### config.mk
export PLATFORM = sky130hd
export DESIGN_NAME = qpy_front
export DESIGN_NICKNAME = d
export VERILOG_FILES = /design/src/hdl/qpy_pkg.sv /design/src/hdl/qpy_front.sv
export SDC_FILE = /design/constraint.sdc
export NUM_CORES = 2
export LEC_CHECK = 0
export BUFFER_PORTS_ARGS = -buffer_cell sky130_fd_sc_hd__buf_2
export CAP_MARGIN = 40
export CORE_MARGIN = 1.5
export CORE_UTILIZATION = 45
export CTS_BUF_LIST = sky130_fd_sc_hd__clkbuf_16
export DETAILED_ROUTE_END_ITERATION = 12
export PLACE_DENSITY = 0.73
export SLEW_MARGIN = 10
export SYNTH_ARGS = -nofsm -noshare
export SYNTH_HDL_FRONTEND = slang
export SYNTH_SLANG_ARGS = --single-unit
### constraint.sdc
create_clock -name clk -period 3.8 [get_ports clk]
set_clock_uncertainty 0.05 [all_clocks]
set_input_delay 0.57 -clock clk [delete_from_list [all_inputs] [get_ports clk]]
set_output_delay 0.57 -clock clk [all_outputs]
set_load 0.05 [all_outputs]
### src/hdl/qpy_pkg.sv
package qpy_pkg;

    localparam int CORDIC_STAGES_DEF = 16;
    localparam int FRAC_BITS_DEF     = 14;

    localparam int QUAT_W    = 16;
    localparam int PROD_W    = 2 * QUAT_W;
    localparam int WORK_FRAC = 30;
    localparam int SW_W      = WORK_FRAC + 2;
    localparam int ROOT_W    = WORK_FRAC + 1;
    localparam int RAD_W     = 2 * WORK_FRAC + 1;
    localparam int SQRT_LAT  = ROOT_W + 2;

    localparam int NORM_EXP   = 39;
    localparam int NORM_STEPS = 6;

    localparam int ATAN_LEN   = 24;
    localparam int ZW         = 26;
    localparam int ROUND_HALF = 256;
    localparam int ROUND_SH   = 9;
    localparam int QUARTER    = 90 * 65536;

    localparam int PITCH_W   = 15;
    localparam int YAW_W     = 16;
    localparam int PITCH_MAX = 11520;
    localparam int YAW_MAX   = 23040;

    typedef struct packed {
        logic valid;
        logic clamped;
    } qpy_ctl_t;

    // atan(2^-i) in degrees, 16 fraction bits
    function automatic logic signed [ZW-1:0] atan_deg16(input logic [4:0] idx);
        logic signed [ZW-1:0] v;
        case (idx)
            5'd0:    v = ZW'(2949120);
            5'd1:    v = ZW'(1740967);
            5'd2:    v = ZW'(919879);
            5'd3:    v = ZW'(466945);
            5'd4:    v = ZW'(234379);
            5'd5:    v = ZW'(117304);
            5'd6:    v = ZW'(58666);
            5'd7:    v = ZW'(29335);
            5'd8:    v = ZW'(14668);
            5'd9:    v = ZW'(7334);
            5'd10:   v = ZW'(3667);
            5'd11:   v = ZW'(1833);
            5'd12:   v = ZW'(917);
            5'd13:   v = ZW'(458);
            5'd14:   v = ZW'(229);
            5'd15:   v = ZW'(115);
            5'd16:   v = ZW'(57);
            5'd17:   v = ZW'(29);
            5'd18:   v = ZW'(14);
            5'd19:   v = ZW'(7);
            5'd20:   v = ZW'(4);
            5'd21:   v = ZW'(2);
            5'd22:   v = ZW'(1);
            default: v = '0;
        endcase
        return v;
    endfunction

endpackage

### src/hdl/qpy_front.sv
module qpy_front #(
    parameter int FRAC_BITS = qpy_pkg::FRAC_BITS_DEF,
    parameter int OPW       = 35
) (
    input  logic                                clk,
    input  logic                                rst_n,
    input  logic                                valid_in,
    input  logic signed [qpy_pkg::QUAT_W-1:0]   w,
    input  logic signed [qpy_pkg::QUAT_W-1:0]   x,
    input  logic signed [qpy_pkg::QUAT_W-1:0]   y,
    input  logic signed [qpy_pkg::QUAT_W-1:0]   z,
    output qpy_pkg::qpy_ctl_t                   ctl_out,
    output logic signed [qpy_pkg::SW_W-1:0]     sw,
    output logic signed [OPW-1:0]               num,
    output logic signed [OPW-1:0]               den
);
    import qpy_pkg::*;

    localparam logic signed [OPW-1:0] ONE = {{(OPW-1){1'b0}}, 1'b1} << (2 * FRAC_BITS);
    localparam int SH_R = (2 * FRAC_BITS >= WORK_FRAC) ? 2 * FRAC_BITS - WORK_FRAC : 0;
    localparam int SH_L = (2 * FRAC_BITS < WORK_FRAC) ? WORK_FRAC - 2 * FRAC_BITS : 0;

    // stage 1: products
    logic signed [PROD_W-1:0] wy_reg, xz_reg, wz_reg, xy_reg, yy_reg, zz_reg;
    logic                     v1_reg;

    // stage 2: sine, yaw operands
    logic signed [OPW-1:0]  s_full, s_sat, sw_wide, num_next, den_next;
    logic signed [SW_W-1:0] sw_next;
    logic                   cl_next;
    logic signed [SW_W-1:0] sw_reg;
    logic signed [OPW-1:0]  num_reg, den_reg;
    qpy_ctl_t               ctl_reg;

    always_ff @(posedge clk)
    begin
        wy_reg <= w * y;
        xz_reg <= x * z;
        wz_reg <= w * z;
        xy_reg <= x * y;
        yy_reg <= y * y;
        zz_reg <= z * z;
    end

    always_comb
    begin
        s_full = (OPW'(wy_reg) - OPW'(xz_reg)) <<< 1;
        cl_next = 1'b0;
        if (s_full > ONE)
        begin
            s_sat   = ONE;
            cl_next = 1'b1;
        end
        else if (s_full < -ONE)
        begin
            s_sat   = -ONE;
            cl_next = 1'b1;
        end
        else
        begin
            s_sat = s_full;
        end
        sw_wide  = (s_sat >>> SH_R) <<< SH_L;
        sw_next  = SW_W'(sw_wide);
        num_next = (OPW'(wz_reg) + OPW'(xy_reg)) <<< 1;
        den_next = ONE - ((OPW'(yy_reg) + OPW'(zz_reg)) <<< 1);
    end

    always_ff @(posedge clk)
    begin
        sw_reg  <= sw_next;
        num_reg <= num_next;
        den_reg <= den_next;
    end

    always_ff @(posedge clk or negedge rst_n)
    begin
        if (!rst_n)
        begin
            v1_reg  <= 1'b0;
            ctl_reg <= '0;
        end
        else
        begin
            v1_reg          <= valid_in;
            ctl_reg.valid   <= v1_reg;
            ctl_reg.clamped <= cl_next;
        end
    end

    assign ctl_out = ctl_reg;
    assign sw      = sw_reg;
    assign num     = num_reg;
    assign den     = den_reg;

endmodule

==> report_table.html <==
<table>
<tr><th>Metric</th><th>Value</th></tr>
<tr><th colspan="2">Detailed routing</th></tr>
<tr><td>Highest metal layer with signal wires</td><td>met5</td></tr>
<tr><td>Via count</td><td>between 50000 and 60000</td></tr>
<tr><td>First-pass iteration count of the detailed router</td><td>6</td></tr>
<tr><td>Number of violations reported at the end of detailed-routing iteration 0</td><td>about 3400</td></tr>
<tr><td>Antenna violation net count after detailed routing</td><td>0</td></tr>
<tr><td>Met1 Routed Length</td><td>~77000 µm</td></tr>
<tr><td>Via density</td><td>approximately 5</td></tr>
<tr><td>Met2 routed wirelength</td><td>roughly 96000 µm</td></tr>
<tr><td>Final routed wire length divided by cell count</td><td>18.4 µm</td></tr>
<tr><td>Met3 wire len</td><td>~15000 µm</td></tr>
<tr><td>Drt total wl</td><td>approximately 200000 µm</td></tr>
<tr><td>Drt drc</td><td>0</td></tr>
<tr><th colspan="2">Floorplan</th></tr>
<tr><td>Die Area</td><td>155000 µm²</td></tr>
<tr><td>Starting Density</td><td>0.453</td></tr>
<tr><td>Overall die height</td><td>394 µm</td></tr>
<tr><td>Boundary Pins</td><td>between 150 and 200</td></tr>
<tr><td>Die Width</td><td>about 390 µm</td></tr>
<tr><td>Core footprint</td><td>around 150000 µm²</td></tr>
<tr><td>Number of core rows</td><td>143</td></tr>
<tr><th colspan="2">Cells and area</th></tr>
<tr><td>Relative area change from synthesis to final layout</td><td>26.8%</td></tr>
<tr><td>Layout cell share with drive strength beyond 1</td><td>0.250</td></tr>
<tr><td>Net count reported at finish</td><td>between 10000 and 15000</td></tr>
<tr><td>Fill cells</td><td>12400</td></tr>
<tr><td>Number of flip-flops in the largest register</td><td>34</td></tr>
<tr><td>Non-filler instance count after layout</td><td>around 11000</td></tr>
<tr><td>Summed area of non-filler cells in the final layout</td><td>between 80000 and 90000 µm²</td></tr>
<tr><th colspan="2">Timing</th></tr>
<tr><td>Final min period</td><td>6350 ps</td></tr>
<tr><td>Rel. slew slack</td><td>0.594</td></tr>
<tr><td>Max Clk Rate</td><td>between 150 and 200 MHz</td></tr>
<tr><td>Final Slew Violations</td><td>0</td></tr>
<tr><td>Hold Violations, Final</td><td>0</td></tr>
<tr><td>Unrepaired setup endpoints after global routing</td><td>true</td></tr>
<tr><td>Post-layout worst setup margin</td><td>-2550 ps</td></tr>
<tr><td>Hold slack final</td><td>about 230 ps</td></tr>
<tr><td>Final count of negative-setup-slack endpoints</td><td>around 180</td></tr>
<tr><td>Ratio of final minimum period to clock period</td><td>1.67</td></tr>
<tr><td>Actual slew at the worst max-slew pin</td><td>roughly 600 ps</td></tr>
<tr><th colspan="2">Critical path</th></tr>
<tr><td>Library cell contributing the largest single delay on the critical path</td><td>sky130_fd_sc_hd__fa_1</td></tr>
<tr><td>Delay contributed by the slowest stage of the critical path</td><td>570 ps</td></tr>
<tr><td>Capture point of the worst reg-to-reg path</td><td>sw[7]$_SDFF_PP0_</td></tr>
<tr><td>Cells on worst reg2reg path</td><td>17</td></tr>
<tr><td>Worst setup path class</td><td>in -&gt; reg</td></tr>
<tr><td>WP data arrival</td><td>around 7000 ps</td></tr>
<tr><td>Required time at the worst-slack endpoint</td><td>~4300 ps</td></tr>
<tr><td>Worst setup slack for register-to-register paths</td><td>-270 ps</td></tr>
<tr><td>CP max FO</td><td>5</td></tr>
<tr><td>Setup crit end kind</td><td>flip-flop</td></tr>
<tr><td>Critical Path Start Type</td><td>input pin</td></tr>
<tr><td>Critical R2R Launch</td><td>wy_reg[0]$_DFF_P_</td></tr>
<tr><td>Crit-path most repeated cell</td><td>sky130_fd_sc_hd__fa_1</td></tr>
<tr><th colspan="2">Synthesis</th></tr>
<tr><td>Post-synthesis sequential area ratio</td><td>0.0842</td></tr>
<tr><td>Cell area after technology mapping</td><td>roughly 70000 µm²</td></tr>
<tr><td>Flip-flop and latch count after synthesis</td><td>around 290</td></tr>
<tr><td>Share of async-settable or async-resettable flops after synthesis</td><td>0.0104</td></tr>
<tr><td>Mean post-synth cell area</td><td>approximately 9.2 µm²</td></tr>
<tr><td>Post-synth EDFFs</td><td>0</td></tr>
<tr><td>Count of unique library cells instantiated by Yosys</td><td>100</td></tr>
<tr><td>Instance count of the mapped netlist</td><td>7498</td></tr>
<tr><td>Prevailing post-synth register cell</td><td>sky130_fd_sc_hd__dfxtp_1</td></tr>
<tr><td>Number of synthesis warnings</td><td>0</td></tr>
<tr><th colspan="2">Global routing</th></tr>
<tr><td>Combined global-route utilization of all metal layers</td><td>0.258</td></tr>
<tr><td>Via count of the first global-routing pass</td><td>~60000</td></tr>
<tr><td>Pin count of the biggest net entering global routing</td><td>34</td></tr>
<tr><td>First-pass GRT wire length</td><td>318000 µm</td></tr>
<tr><td>Antenna violations before repair</td><td>10</td></tr>
<tr><td>Sum of overflow across all layers after global routing</td><td>0</td></tr>
<tr><th colspan="2">Place</th></tr>
<tr><td>Placed standard-cell area</td><td>80900 µm²</td></tr>
<tr><td>Port Buffers</td><td>165</td></tr>
<tr><td>Final weighted congestion in routability-driven placement</td><td>0.950</td></tr>
<tr><td>Detailed placement HPWL</td><td>between 150000 and 200000 µm</td></tr>
<tr><td>Total instance count after detailed placement</td><td>about 10000</td></tr>
<tr><th colspan="2">Run status</th></tr>
<tr><td>Status</td><td>finished with violations</td></tr>
<tr><td>Violated checks</td><td>negative setup slack</td></tr>
<tr><th colspan="2">Clock tree</th></tr>
<tr><td>Clock slew at the register clock pins of the worst setup and hold paths</td><td>roughly 60 ps</td></tr>
<tr><td>Clock Latency Late Sink</td><td>roughly 640 ps</td></tr>
<tr><td>Root cell of the clock tree</td><td>sky130_fd_sc_hd__clkbuf_16</td></tr>
<tr><td>H-tree depth</td><td>2</td></tr>
<tr><td>Clock buffer count from CTS</td><td>40</td></tr>
<tr><td>Clock sink count</td><td>between 200 and 300</td></tr>
<tr><td>Clock tree from TritonCTS</td><td>built</td></tr>
<tr><td>Clk buf depth</td><td>3</td></tr>
<tr><th colspan="2">Min path</th></tr>
<tr><td>Hold WC Path Type</td><td>in -&gt; async</td></tr>
<tr><th colspan="2">Run</th></tr>
<tr><td>Max-cap violation count</td><td>0</td></tr>
</table>
-- cells in the final DEF, fill, tap and decap left out, types with 23 or more instances in the layout --
cell type and n:
sky130_fd_sc_hd__buf_8 43, sky130_fd_sc_hd__a21oi_2 61, sky130_fd_sc_hd__nand2_2 40, sky130_fd_sc_hd__o211ai_1 23, sky130_fd_sc_hd__buf_12 79, sky130_fd_sc_hd__ha_4 66, sky130_fd_sc_hd__xnor2_1 231, sky130_fd_sc_hd__nand2_1 640
sky130_fd_sc_hd__buf_2 107, sky130_fd_sc_hd__fa_2 65, sky130_fd_sc_hd__clkbuf_16 44, sky130_fd_sc_hd__o21ai_0 67, sky130_fd_sc_hd__dfxtp_1 286, sky130_fd_sc_hd__o21a_1 43, sky130_fd_sc_hd__nor2_2 25, sky130_fd_sc_hd__a21o_1 108
sky130_fd_sc_hd__buf_4 1025, sky130_fd_sc_hd__nor2_1 230, sky130_fd_sc_hd__inv_2 107, sky130_fd_sc_hd__xor2_1 60, sky130_fd_sc_hd__and2_4 70, sky130_fd_sc_hd__and2_1 490, sky130_fd_sc_hd__nor3_1 48, sky130_fd_sc_hd__ha_1 535
sky130_fd_sc_hd__nand3_1 43, sky130_fd_sc_hd__fa_1 1451, sky130_fd_sc_hd__nand4_1 24, sky130_fd_sc_hd__buf_6 134, sky130_fd_sc_hd__a21oi_1 131, sky130_fd_sc_hd__nand2b_1 52, sky130_fd_sc_hd__xnor2_2 25, sky130_fd_sc_hd__nand2_4 23
sky130_fd_sc_hd__o21bai_1 34, sky130_fd_sc_hd__inv_1 1778
-- cells in the mapped netlist (all sizes together) (110+ instances only) --
cell    number  share of area
inv       1891           0.10
fa        1516           0.44
nor2       268          0.015
ha         613           0.11
clkbuf     269          0.015
o21ai      110         0.0080
and2       562          0.051
xnor2      259          0.033
a21o       110          0.012
nand2      703          0.038
dfxtp      286          0.083
a21oi      211          0.015
-- worst max-delay path by stage --
stage               start            endpoint  slack, ps  depth (start not counted)
floorplan            x[9]  xy_reg[30]$_DFF_P_      -2670                         24
global placement     x[7]  xy_reg[30]$_DFF_P_      -3120                         24
detailed placement   x[7]  xy_reg[30]$_DFF_P_      -3120                         24
CTS                  y[4]  xy_reg[30]$_DFF_P_      -2390                         24
global route         x[9]  xy_reg[30]$_DFF_P_      -2790                         24
finish               y[5]  xy_reg[30]$_DFF_P_      -2550                         25
-- what timing repair did --
item	4_1_cts	5_1_grt
gates cloned	10	2
resized for setup	530	346
pin swaps	271	280
buffers inserted	138	80
hold endpoints to repair	4	0
endpoints found under the setup margin	172	187
hold buffers	2	0
-- area by class of cell --
type	instances	area [µm²]	share of cell area
clock buffers	42	1050	0.0120
repair buffers	1405	12400	0.142
inverters	1893	7130	0.0816
multi-input cells	5028	58100	0.666
clock inverters	30	279	0.00319
flip-flops and latches	289	5800	0.0664
diodes	7	17.5	0.000201
well taps	2030	2540	0.0291
-- stage by stage --
stage                     TNS (ps)   util  setup WS (ps)
after floorplan            -225820      -          -2670
after global placement     -331870  0.533          -3120
after detailed placement   -342220  0.533          -3120
after CTS                  -207760  0.563          -2390
after global routing       -257550  0.575          -2790
final                      -226940  0.575          -2550
-- layer usage --
metal,track usage,up-vias
met1,0.325,27800
met2,0.439,1703
met3,0.0490,490
met4,0.0965,4
li1,-,24700
met5,0,-
-- critical path: cells and delay by family --
family / cells / cell delay (ps)
AOI/OAI and AO/OA: 8 / 1640
xor gates and xnor gates: 1 / 120
adders and majority gates: 7 / 3130
buffers and inverters: 6 / 420
and+or+nand+nor: 3 / 960
-- logic make-up after synthesis --
logic type,share of synthesized area
compound gates,0.0693
buf+inv,0.120
fa+ha+maj,0.552
flops,0.0842
xor+xnor,0.0412
other cells,0.0000544
mux,0.000817
simple gates,0.132
Power is left out: the tool's default activity adds up to more than one toggle a clock period on the data nets, which glitch-free logic cannot reach.
