`src/hdl/qpy_pkg.sv`:
```
package qpy_pkg;

    localparam int CORDIC_STAGES_DEF = 16;
    localparam int FRAC_BITS_DEF     = 14;

    localparam int QUAT_W    = 16;
    localparam int PROD_W    = 2 * QUAT_W;
    localparam int WORK_FRAC = 30;
    localparam int SW_W      = WORK_FRAC + 2;
    localparam int ROOT_W    = WORK_FRAC + 1;
    localparam int RAD_W     = 2 * WORK_FRAC + 1;
    localparam int SQRT_LAT  = ROOT_W + 2;

    localparam int NORM_EXP   = 39;
    localparam int NORM_STEPS = 6;

    localparam int ATAN_LEN   = 24;
    localparam int ZW         = 26;
    localparam int ROUND_HALF = 256;
    localparam int ROUND_SH   = 9;
    localparam int QUARTER    = 90 * 65536;

    localparam int PITCH_W   = 15;
    localparam int YAW_W     = 16;
    localparam int PITCH_MAX = 11520;
    localparam int YAW_MAX   = 23040;

    typedef struct packed {
        logic valid;
        logic clamped;
    } qpy_ctl_t;

    // atan(2^-i) in degrees, 16 fraction bits
    function automatic logic signed [ZW-1:0] atan_deg16(input logic [4:0] idx);
        logic signed [ZW-1:0] v;
        case (idx)
            5'd0:    v = ZW'(2949120);
            5'd1:    v = ZW'(1740967);
            5'd2:    v = ZW'(919879);
            5'd3:    v = ZW'(466945);
            5'd4:    v = ZW'(234379);
            5'd5:    v = ZW'(117304);
            5'd6:    v = ZW'(58666);
            5'd7:    v = ZW'(29335);
            5'd8:    v = ZW'(14668);
            5'd9:    v = ZW'(7334);
            5'd10:   v = ZW'(3667);
            5'd11:   v = ZW'(1833);
            5'd12:   v = ZW'(917);
            5'd13:   v = ZW'(458);
            5'd14:   v = ZW'(229);
            5'd15:   v = ZW'(115);
            5'd16:   v = ZW'(57);
            5'd17:   v = ZW'(29);
            5'd18:   v = ZW'(14);
            5'd19:   v = ZW'(7);
            5'd20:   v = ZW'(4);
            5'd21:   v = ZW'(2);
            5'd22:   v = ZW'(1);
            default: v = '0;
        endcase
        return v;
    endfunction

endpackage

```
`src/hdl/qpy_norm.sv`:
```
module qpy_norm #(
    parameter int IN_W = 35,
    parameter int NW   = 41
) (
    input  logic                   clk,
    input  logic                   rst_n,
    input  qpy_pkg::qpy_ctl_t      ctl_in,
    input  logic signed [IN_W-1:0] x_in,
    input  logic signed [IN_W-1:0] y_in,
    output qpy_pkg::qpy_ctl_t      ctl_out,
    output logic signed [NW-1:0]   x_out,
    output logic signed [NW-1:0]   y_out,
    output logic                   zero_out
);
    import qpy_pkg::*;

    logic signed [NW-1:0] x_ext, y_ext, x_abs, y_abs;
    logic signed [NW-1:0] x_reg    [0:NORM_STEPS];
    logic signed [NW-1:0] y_reg    [0:NORM_STEPS];
    logic [NW-1:0]        mag_reg  [0:NORM_STEPS];
    logic                 zero_reg [0:NORM_STEPS];
    qpy_ctl_t             ctl_reg  [0:NORM_STEPS];
    logic signed [NW-1:0] x_next   [1:NORM_STEPS];
    logic signed [NW-1:0] y_next   [1:NORM_STEPS];
    logic [NW-1:0]        mag_next [1:NORM_STEPS];

    always_comb
    begin
        x_ext = NW'(x_in);
        y_ext = NW'(y_in);
        x_abs = x_ext[NW-1] ? -x_ext : x_ext;
        y_abs = y_ext[NW-1] ? -y_ext : y_ext;
    end

    // shift by 32, 16, ... 1 while the larger magnitude stays below 2^40,
    // so a nonzero magnitude below 2^39 ends in [2^39, 2^40)
    always_comb
    begin
        logic [NW-1:0] thr;
        int            k;
        for (int s = 0; s < NORM_STEPS; s++)
        begin
            k   = 1 << (NORM_STEPS - 1 - s);
            thr = NW'(1) << (NORM_EXP + 1 - k);
            if (mag_reg[s] < thr)
            begin
                x_next[s+1]   = x_reg[s] <<< k;
                y_next[s+1]   = y_reg[s] <<< k;
                mag_next[s+1] = mag_reg[s] << k;
            end
            else
            begin
                x_next[s+1]   = x_reg[s];
                y_next[s+1]   = y_reg[s];
                mag_next[s+1] = mag_reg[s];
            end
        end
    end

    always_ff @(posedge clk)
    begin
        x_reg[0]    <= x_ext;
        y_reg[0]    <= y_ext;
        mag_reg[0]  <= (x_abs > y_abs) ? x_abs : y_abs;
        zero_reg[0] <= (x_in == '0) && (y_in == '0);
        for (int s = 0; s < NORM_STEPS; s++)
        begin
            x_reg[s+1]    <= x_next[s+1];
            y_reg[s+1]    <= y_next[s+1];
            mag_reg[s+1]  <= mag_next[s+1];
            zero_reg[s+1] <= zero_reg[s];
        end
    end

    always_ff @(posedge clk or negedge rst_n)
    begin
        if (!rst_n)
        begin
            for (int s = 0; s <= NORM_STEPS; s++)
            begin
                ctl_reg[s] <= '0;
            end
        end
        else
        begin
            ctl_reg[0] <= ctl_in;
            for (int s = 0; s < NORM_STEPS; s++)
            begin
                ctl_reg[s+1] <= ctl_reg[s];
            end
        end
    end

    assign ctl_out  = ctl_reg[NORM_STEPS];
    assign x_out    = x_reg[NORM_STEPS];
    assign y_out    = y_reg[NORM_STEPS];
    assign zero_out = zero_reg[NORM_STEPS];

endmodule

```
`config.mk`:
```
export PLATFORM = sky130hd
export DESIGN_NAME = qpy_norm
export DESIGN_NICKNAME = d
export VERILOG_FILES = /design/src/hdl/qpy_pkg.sv /design/src/hdl/qpy_norm.sv
export SDC_FILE = /design/constraint.sdc
export NUM_CORES = 1
export LEC_CHECK = 0
export BUFFER_PORTS_ARGS = -buffer_cell sky130_fd_sc_hd__buf_2
export CAP_MARGIN = 15
export CORE_UTILIZATION = 59
export CTS_CLUSTER_DIAMETER = 150
export DETAILED_ROUTE_END_ITERATION = 10
export GPL_TIMING_DRIVEN = 0
export PLACE_DENSITY_LB_ADDON = 0.08
export SLEW_MARGIN = 20
export SYNTH_ARGS = -nofsm -noshare
export SYNTH_HDL_FRONTEND = slang
export SYNTH_SLANG_ARGS = --single-unit
```
`constraint.sdc`:
```
create_clock -name clk -period 2.8 [get_ports clk]
set_input_delay 0.56 -clock clk [delete_from_list [all_inputs] [get_ports clk]]
set_output_delay 0.56 -clock clk [all_outputs]
set_load 0.1 [all_outputs]
```
==> summary.txt, run 1 <==
GRT
  • Largest net degree at the start of global routing: 16
  • Vias in the first global route: approximately 13000
  • GR Overflow Total: 0
  • Global-route usage over all layers: 0.237
  • Initial antenna violation count: 0
  • First-pass GRT wire length: around 70000 um

Die
  • Initial core utilization: 0.603
  • Die extent in x: slightly below 200 um
  • Die height: between 150 and 200 um
  • Core area: approximately 37000 um2
  • Row count: 70
  • IO Pins: roughly 160
  • Die Area: around 38000 um2

Clocking
  • Root Buffer: clkbuf_16
  • Worst-Skew Late Latency: approximately 0.61 ns
  • CTS Buffer Depth: 3
  • CTS buffer count: 61
  • CTS tree: done
  • Clk sinks: approximately 700
  • Number of H-tree branching levels: 2
  • Clock slew at reported path FFs: around 0.060 ns

Placement
  • Placed Cells: 2412
  • Placed cell area: 23800 um2
  • RD Place Congestion: 0.899
  • I/O Buffers: ~160
  • Hpwl dp: 33300 um
  • Dpl ws: -2.99 ns

Logic synthesis
  • Mapped Cells: about 1700
  • Async SR Flop Fraction: 0.0204
  • Ys Warns: 0
  • Commonest register cell after synthesis: dfxtp_1
  • Post-synth top area share: 0.605
  • Mapped Avg Cell Area: around 13 um2
  • Post-synthesis cell type count: 45
  • Post-synth top cells: dfxtp_1, mux2_2, nor2b_1
  • Biggest area consumer among synthesized cells: dfxtp_1
  • Synth Cell Area: around 22000 um2
  • Post-synth EDFFs: 0
  • Post-synthesis register bit count: between 600 and 700
  • Largest cells by area after synthesis: dfxtp_1, mux2_2, nor2b_1, ha_1, xor2_1
  • Count leader, synth: dfxtp_1
  • Register area share after synthesis: 0.620

Route
  • WL final: 45500 um
  • Final antenna-violating net count: 0
  • Initial DRC count: between 500 and 600
  • Vias: ~13000
  • Vias per cell: between 4 and 5
  • Avg WL per Cell: 17.8 um
  • Initial DRT Pass Iterations: 5
  • DRC violations left: 0

Outcome
  • Failing checks: setup timing
  • Status: finished with violations

Cells and area
  • Finished Layout Cells: roughly 2600
  • Final #Nets: about 2100
  • Inserted Diodes: 0
  • Non-Filler Cell Area, Final: 26600 um2
  • Area of the multi-input gates: 8360 um2
  • Post-Route Utilization: 0.720
  • Area grow syn2layout: 19.4%
  • Storage element area: roughly 14000 um2
  • Share of cells above drive strength 1: 0.345
  • Number of fill cells: between 2000 and 3000

Critical path
  • Setup CP Type: in -> reg
  • Reg2reg setup slack: around 0.18 ns
  • Critical Path Source Type: input pin
  • CP Capture Type: flip-flop
  • Worst path required time: around 3.3 ns
  • CP Max Fanout: 6
  • Arr. time, crit path: approximately 5.3 ns

Timing
  • RSZ-0062 raised after global routing: yes
  • Final period util: 1.74
  • Clk_skew: 0.0168 ns
  • Setup TNS: -70.29 ns
  • Max Slew Vio Count: 0
  • Hold Vio Cnt, Final: 0
  • Final Setup Violations: 35
  • Fin worst setup slack: -2.08 ns
  • Period minus WS final: 4.88 ns
  • Maximum clock rate: approximately 0.21 GHz
  • Fin Hold WS: 0.0566 ns
  • Headroom to the max-slew limit: 0.497
  • Slew @ Worst Pin: between 0.7 and 0.8 ns

Hold path
  • Hold Crit Class: in -> reg

Pwr
  • PwrDens: 832 nW/um2
  • Peak VDD IR: between 0.5 and 0.6 mV
  • Leakage power of the design: around 11 nW
  • Total power: 22.1 mW

Flow run
  • Max-cap violations: 0
worst max-delay path, stage by stage:
cell and delay (ns):
buf_8 0.10, or4_4 0.53, or4_4 0.50, buf_6 0.13, or4_4 0.42, or3_4 0.37, o31a_1 0.28, xnor2_2 0.19
inv_1 0.07, ha_1 0.28, nand4_1 0.16, nor4_2 0.36, nor3b_4 0.29, buf_4 0.15, nand4_1 0.15, nand2_1 0.16
mux2i_4 0.10, buf_12 0.17, buf_12 0.15, mux2i_4 0.19
logic make-up after synthesis:
kind of cell / synth area share
AO/OA/AOI/OAI: 0.0364
XOR/XNOR: 0.0255
adder cells (fa/ha/maj): 0.0242
buffers and inverters: 0.0238
flip-flops: 0.620
multiplexers: 0.195
other: 0.000338
AND/OR/NAND/NOR: 0.0744
area by class of cell:
cell class	instances	share of cell area
Clock inverter	20	0.00801
Buffer	95	0.0159
Inverter	43	0.00608
Tap cell	504	0.0237
Timing Repair Buffer	190	0.0429
Multi-Input combinational cell	926	0.315
Sequential cell	686	0.520
Clock buffer	89	0.0690
report_power, final:
group	internal, mW	total [mW]	switching (mW)	leakage (nW)
registers	10.6	10.9	0.345	5.83
logic	1.04	2.91	1.88	4.36
clock network	4.89	8.26	3.38	1.02
worst paths after layout:
| kind | from | to | depth (start not counted) |
|---|---|---|---|
| worst min register to register | zero_reg[3]$_DFF_P_ | zero_reg[4]$_DFF_P_ | 0 |
| worst max register to register | mag_reg[0][32]$_DFF_P_ | y_reg[1][34]$_DFF_P_ | 7 |
| max in group asynchronous | rst_n | ctl_reg[2]$_DFF_PN0_ | 2 |
| min in group asynchronous | rst_n | ctl_reg[3]$_DFF_PN0_ | 2 |
| worst min-delay path | ctl_in[0] | ctl_reg[12]$_DFF_PN0_ | 1 |
| worst max-delay path | x_in[8] | mag_reg[0][18]$_DFF_P_ | 20 |
timing repair:
item                                    4_1_cts  5_1_grt
endpoints found under the setup margin       97       74
gates resized for setup                      73       11
hold endpoints to repair                     14        0
pin swaps                                    27       10
setup buffers                                26        3
gates cloned                                  3        0
hold buffers                                  1        0
placed cells by master, fill, tap and decap left out, types with 5 or more instances in the layout:
cell | netlist | routed
or3_1 | 6 | 5
conb_1 | 2 | 18
clkbuf_1 | 89 | 97
nand4_1 | 11 | 11
o41ai_1 | 10 | 10
nand2_1 | 68 | 67
ha_1 | 43 | 39
xnor2_1 | 6 | 5
o21ai_0 | 22 | 20
clkinv_2 | 0 | 13
nor3_1 | 13 | 13
xor2_1 | 57 | 54
nor4_1 | 22 | 18
dfrtp_1 | 14 | 14
mux2i_4 | 0 | 13
or4_1 | 7 | 6
buf_2 | 3 | 155
a21o_1 | 39 | 39
nor2_1 | 20 | 19
nor2b_1 | 127 | 127
mux2i_2 | 0 | 10
mux2i_1 | 36 | 13
a21oi_1 | 15 | 14
clkbuf_8 | 0 | 16
or4_4 | 4 | 5
inv_1 | 43 | 41
dfxtp_1 | 672 | 672
buf_6 | 0 | 5
clkbuf_16 | 0 | 63
o31ai_1 | 14 | 13
mux2_2 | 353 | 352
nand2b_1 | 6 | 6
buf_4 | 2 | 26
routing by layer:
metal | vias up | routed length (um) | track usage
met5 | - | 0 | 0
met4 | 0 | 1710 | 0.114
met3 | 81 | 1940 | 0.0332
met2 | 309 | 20700 | 0.389
met1 | 5747 | 21100 | 0.311
li1 | 6423 | - | -
Note: power is estimated with default switching activity, not from simulation.
==> run 2: changes to the inputs <==
- CORE_UTILIZATION: 59 -> 45
==> run 2 against run 1 <==
Against the previous run: the run still ends with setup timing left; via count shrank 1.2%; sequential share of layout area shrank 0.71 points; routed wire length grew 6.1%; register-to-register slack better by 0.03 ns; die area grew 31%; critical path depth fell by 2; power rose by 5.4%; global-route usage decreased by 4.4 points; clock power is 15% higher; cell area up 1.4%; sequential cell count stayed put.
==> summary.txt, run 2 (synthesized netlist as in run 1, its figures left out) <==
Outcome
  • Status: finished with violations
  • Failing checks: setup timing

GRT
  • Global-route usage over all layers: 0.193
  • Initial antenna violation count: 1
  • First-pass GRT wire length: between 70000 and 80000 um
  • Largest net degree at the start of global routing: 16
  • GR Overflow Total: 0
  • Vias in the first global route: between 10000 and 15000

Route
  • Vias per cell: around 4.6
  • Final antenna-violating net count: 0
  • Initial DRT Pass Iterations: 5
  • Initial DRC count: 475
  • Vias: 12400
  • DRC violations left: 0
  • Avg WL per Cell: ~18 um
  • WL final: 48300 um

Timing
  • Setup TNS: -71.07 ns
  • Slew @ Worst Pin: between 0.7 and 0.8 ns
  • Fin worst setup slack: -2.09 ns
  • Clk_skew: between 0.015 and 0.02 ns
  • Max Slew Vio Count: 0
  • Hold Vio Cnt, Final: 0
  • Maximum clock rate: about 0.20 GHz
  • Period minus WS final: slightly below 5 ns
  • Final Setup Violations: 35
  • RSZ-0062 raised after global routing: yes
  • Headroom to the max-slew limit: 0.468
  • Final period util: 1.75

Cells and area
  • Share of cells above drive strength 1: 0.340
  • Commonest non-fill, non-tap cell in the layout: dfxtp_1
  • Final #Nets: 2117
  • Area grow syn2layout: 21.1%
  • Most frequent cells in the layout: dfxtp_1, mux2_2, buf_2

Critical path
  • Setup CP Type: in -> reg
  • Worst path required time: between 3 and 4 ns
  • CP Max Fanout: 4
  • Reg2Reg Depth: 5
  • Arr. time, crit path: ~5.4 ns
  • CP Capture Type: flip-flop
  • Critical Path Source Type: input pin

Die
  • Initial core utilization: 0.455
  • Core area: 48800 um2
  • Die extent in x: 224 um
  • Die height: 224 um
  • Row count: between 80 and 90
  • Die Area: 50300 um2
  • IO Pins: between 150 and 200

Pwr
  • Peak VDD IR: 0.371 mV
  • Leakage power of the design: roughly 11 nW
  • PwrDens: just under 900 nW/um2

Clocking
  • CTS buffer count: slightly below 70
  • Number of H-tree branching levels: 3
  • Clk sinks: 686
  • CTS Buffer Depth: 3
  • Worst-Skew Late Latency: 0.59 ns
  • Root Buffer: clkbuf_16
  • Clock slew at reported path FFs: approximately 0.060 ns
  • CTS tree: done

Hold path
  • Hold depth: 1
  • Hold Crit Class: in -> reg

Placement
  • Hpwl dp: approximately 36000 um
  • Dpl ws: -2.99 ns
  • I/O Buffers: between 150 and 200
  • RD Place Congestion: 0.838

Flow run
  • Max-cap violations: 0
[run 2: critical path, cell delays in order]
cell      delay, ns
buf_8          0.10
or4_4          0.53
or4_4          0.51
or4_4          0.55
or3_4          0.39
o31ai_2        0.25
xor2_1         0.29
inv_1          0.08
ha_1           0.31
nand4_1        0.17
nor3_1         0.08
a22oi_1        0.22
o311ai_2       0.15
a211oi_2       0.28
mux2i_4        0.34
buf_6          0.15
buf_6          0.12
mux2_4         0.29
[run 2: path summary, 6_finish.rpt]
path / from / endpoint / slack (ns)
min reg2reg: zero_reg[4]$_DFF_P_ / zero_reg[5]$_DFF_P_ / 0.32
max reg2reg: mag_reg[3][39]$_DFF_P_ / y_reg[4][27]$_DFF_P_ / 0.21
min in group asynchronous: rst_n / ctl_reg[12]$_DFF_PN0_ / 0.39
max in group asynchronous: rst_n / ctl_out[0]$_DFF_PN0_ / 2.18
max: x_in[9] / mag_reg[0][2]$_DFF_P_ / -2.09
min: ctl_in[0] / ctl_reg[12]$_DFF_PN0_ / 0.08
[run 2: area by class of cell]
cell class,instances,area [um2]
inverters,43,161
clock buffers,100,2050
well taps,664,831
fillers,4240,21900
plain buffers,94,390
clock inverters,26,372
diodes,1,2.50
multi-input cells,926,8290
flip-flops and latches,686,13800
repair buffers,180,1040
[run 2: repair_timing]
action | CTS | global route
endpoints found under the setup margin | 46 | 66
gates resized for setup | 42 | 26
hold endpoints to repair | 14 | 0
cloned | 1 | 0
pin swaps | 17 | 7
setup buffers | 16 | 4
hold buffers | 1 | 0
[run 2: power by group]
group / leakage [nW] / internal [mW] / switching (mW)
registers: 5.83 / 10.6 / 0.367
logic: 4.29 / 0.977 / 1.83
clock network: 1.18 / 5.85 / 3.68
[run 2: per-stage QoR]
stage	cell area, um2	power, mW	hold slack, ns	util	instances
2_1_floorplan	22400	13.0	0.264	-	1750
3_3_place_gp	24000	13.7	0.317	0.491	2572
3_5_place_dp	24000	13.7	0.313	0.491	2572
4_1_cts	26800	23.5	0.0406	0.549	2716
5_1_grt	26900	24.2	0.0483	0.551	2720
6_report	26900	23.3	0.0773	0.551	2720
[run 2: layer usage]
| layer | track usage | up-vias | part of all wire |
|---|---|---|---|
| met5 | 0 | - | 0 |
| met1 | 0.257 | 5649 | 0.47 |
| met4 | 0.0933 | 0 | 0.038 |
| met3 | 0.0331 | 97 | 0.038 |
| met2 | 0.306 | 262 | 0.45 |
| li1 | - | 6401 | - |
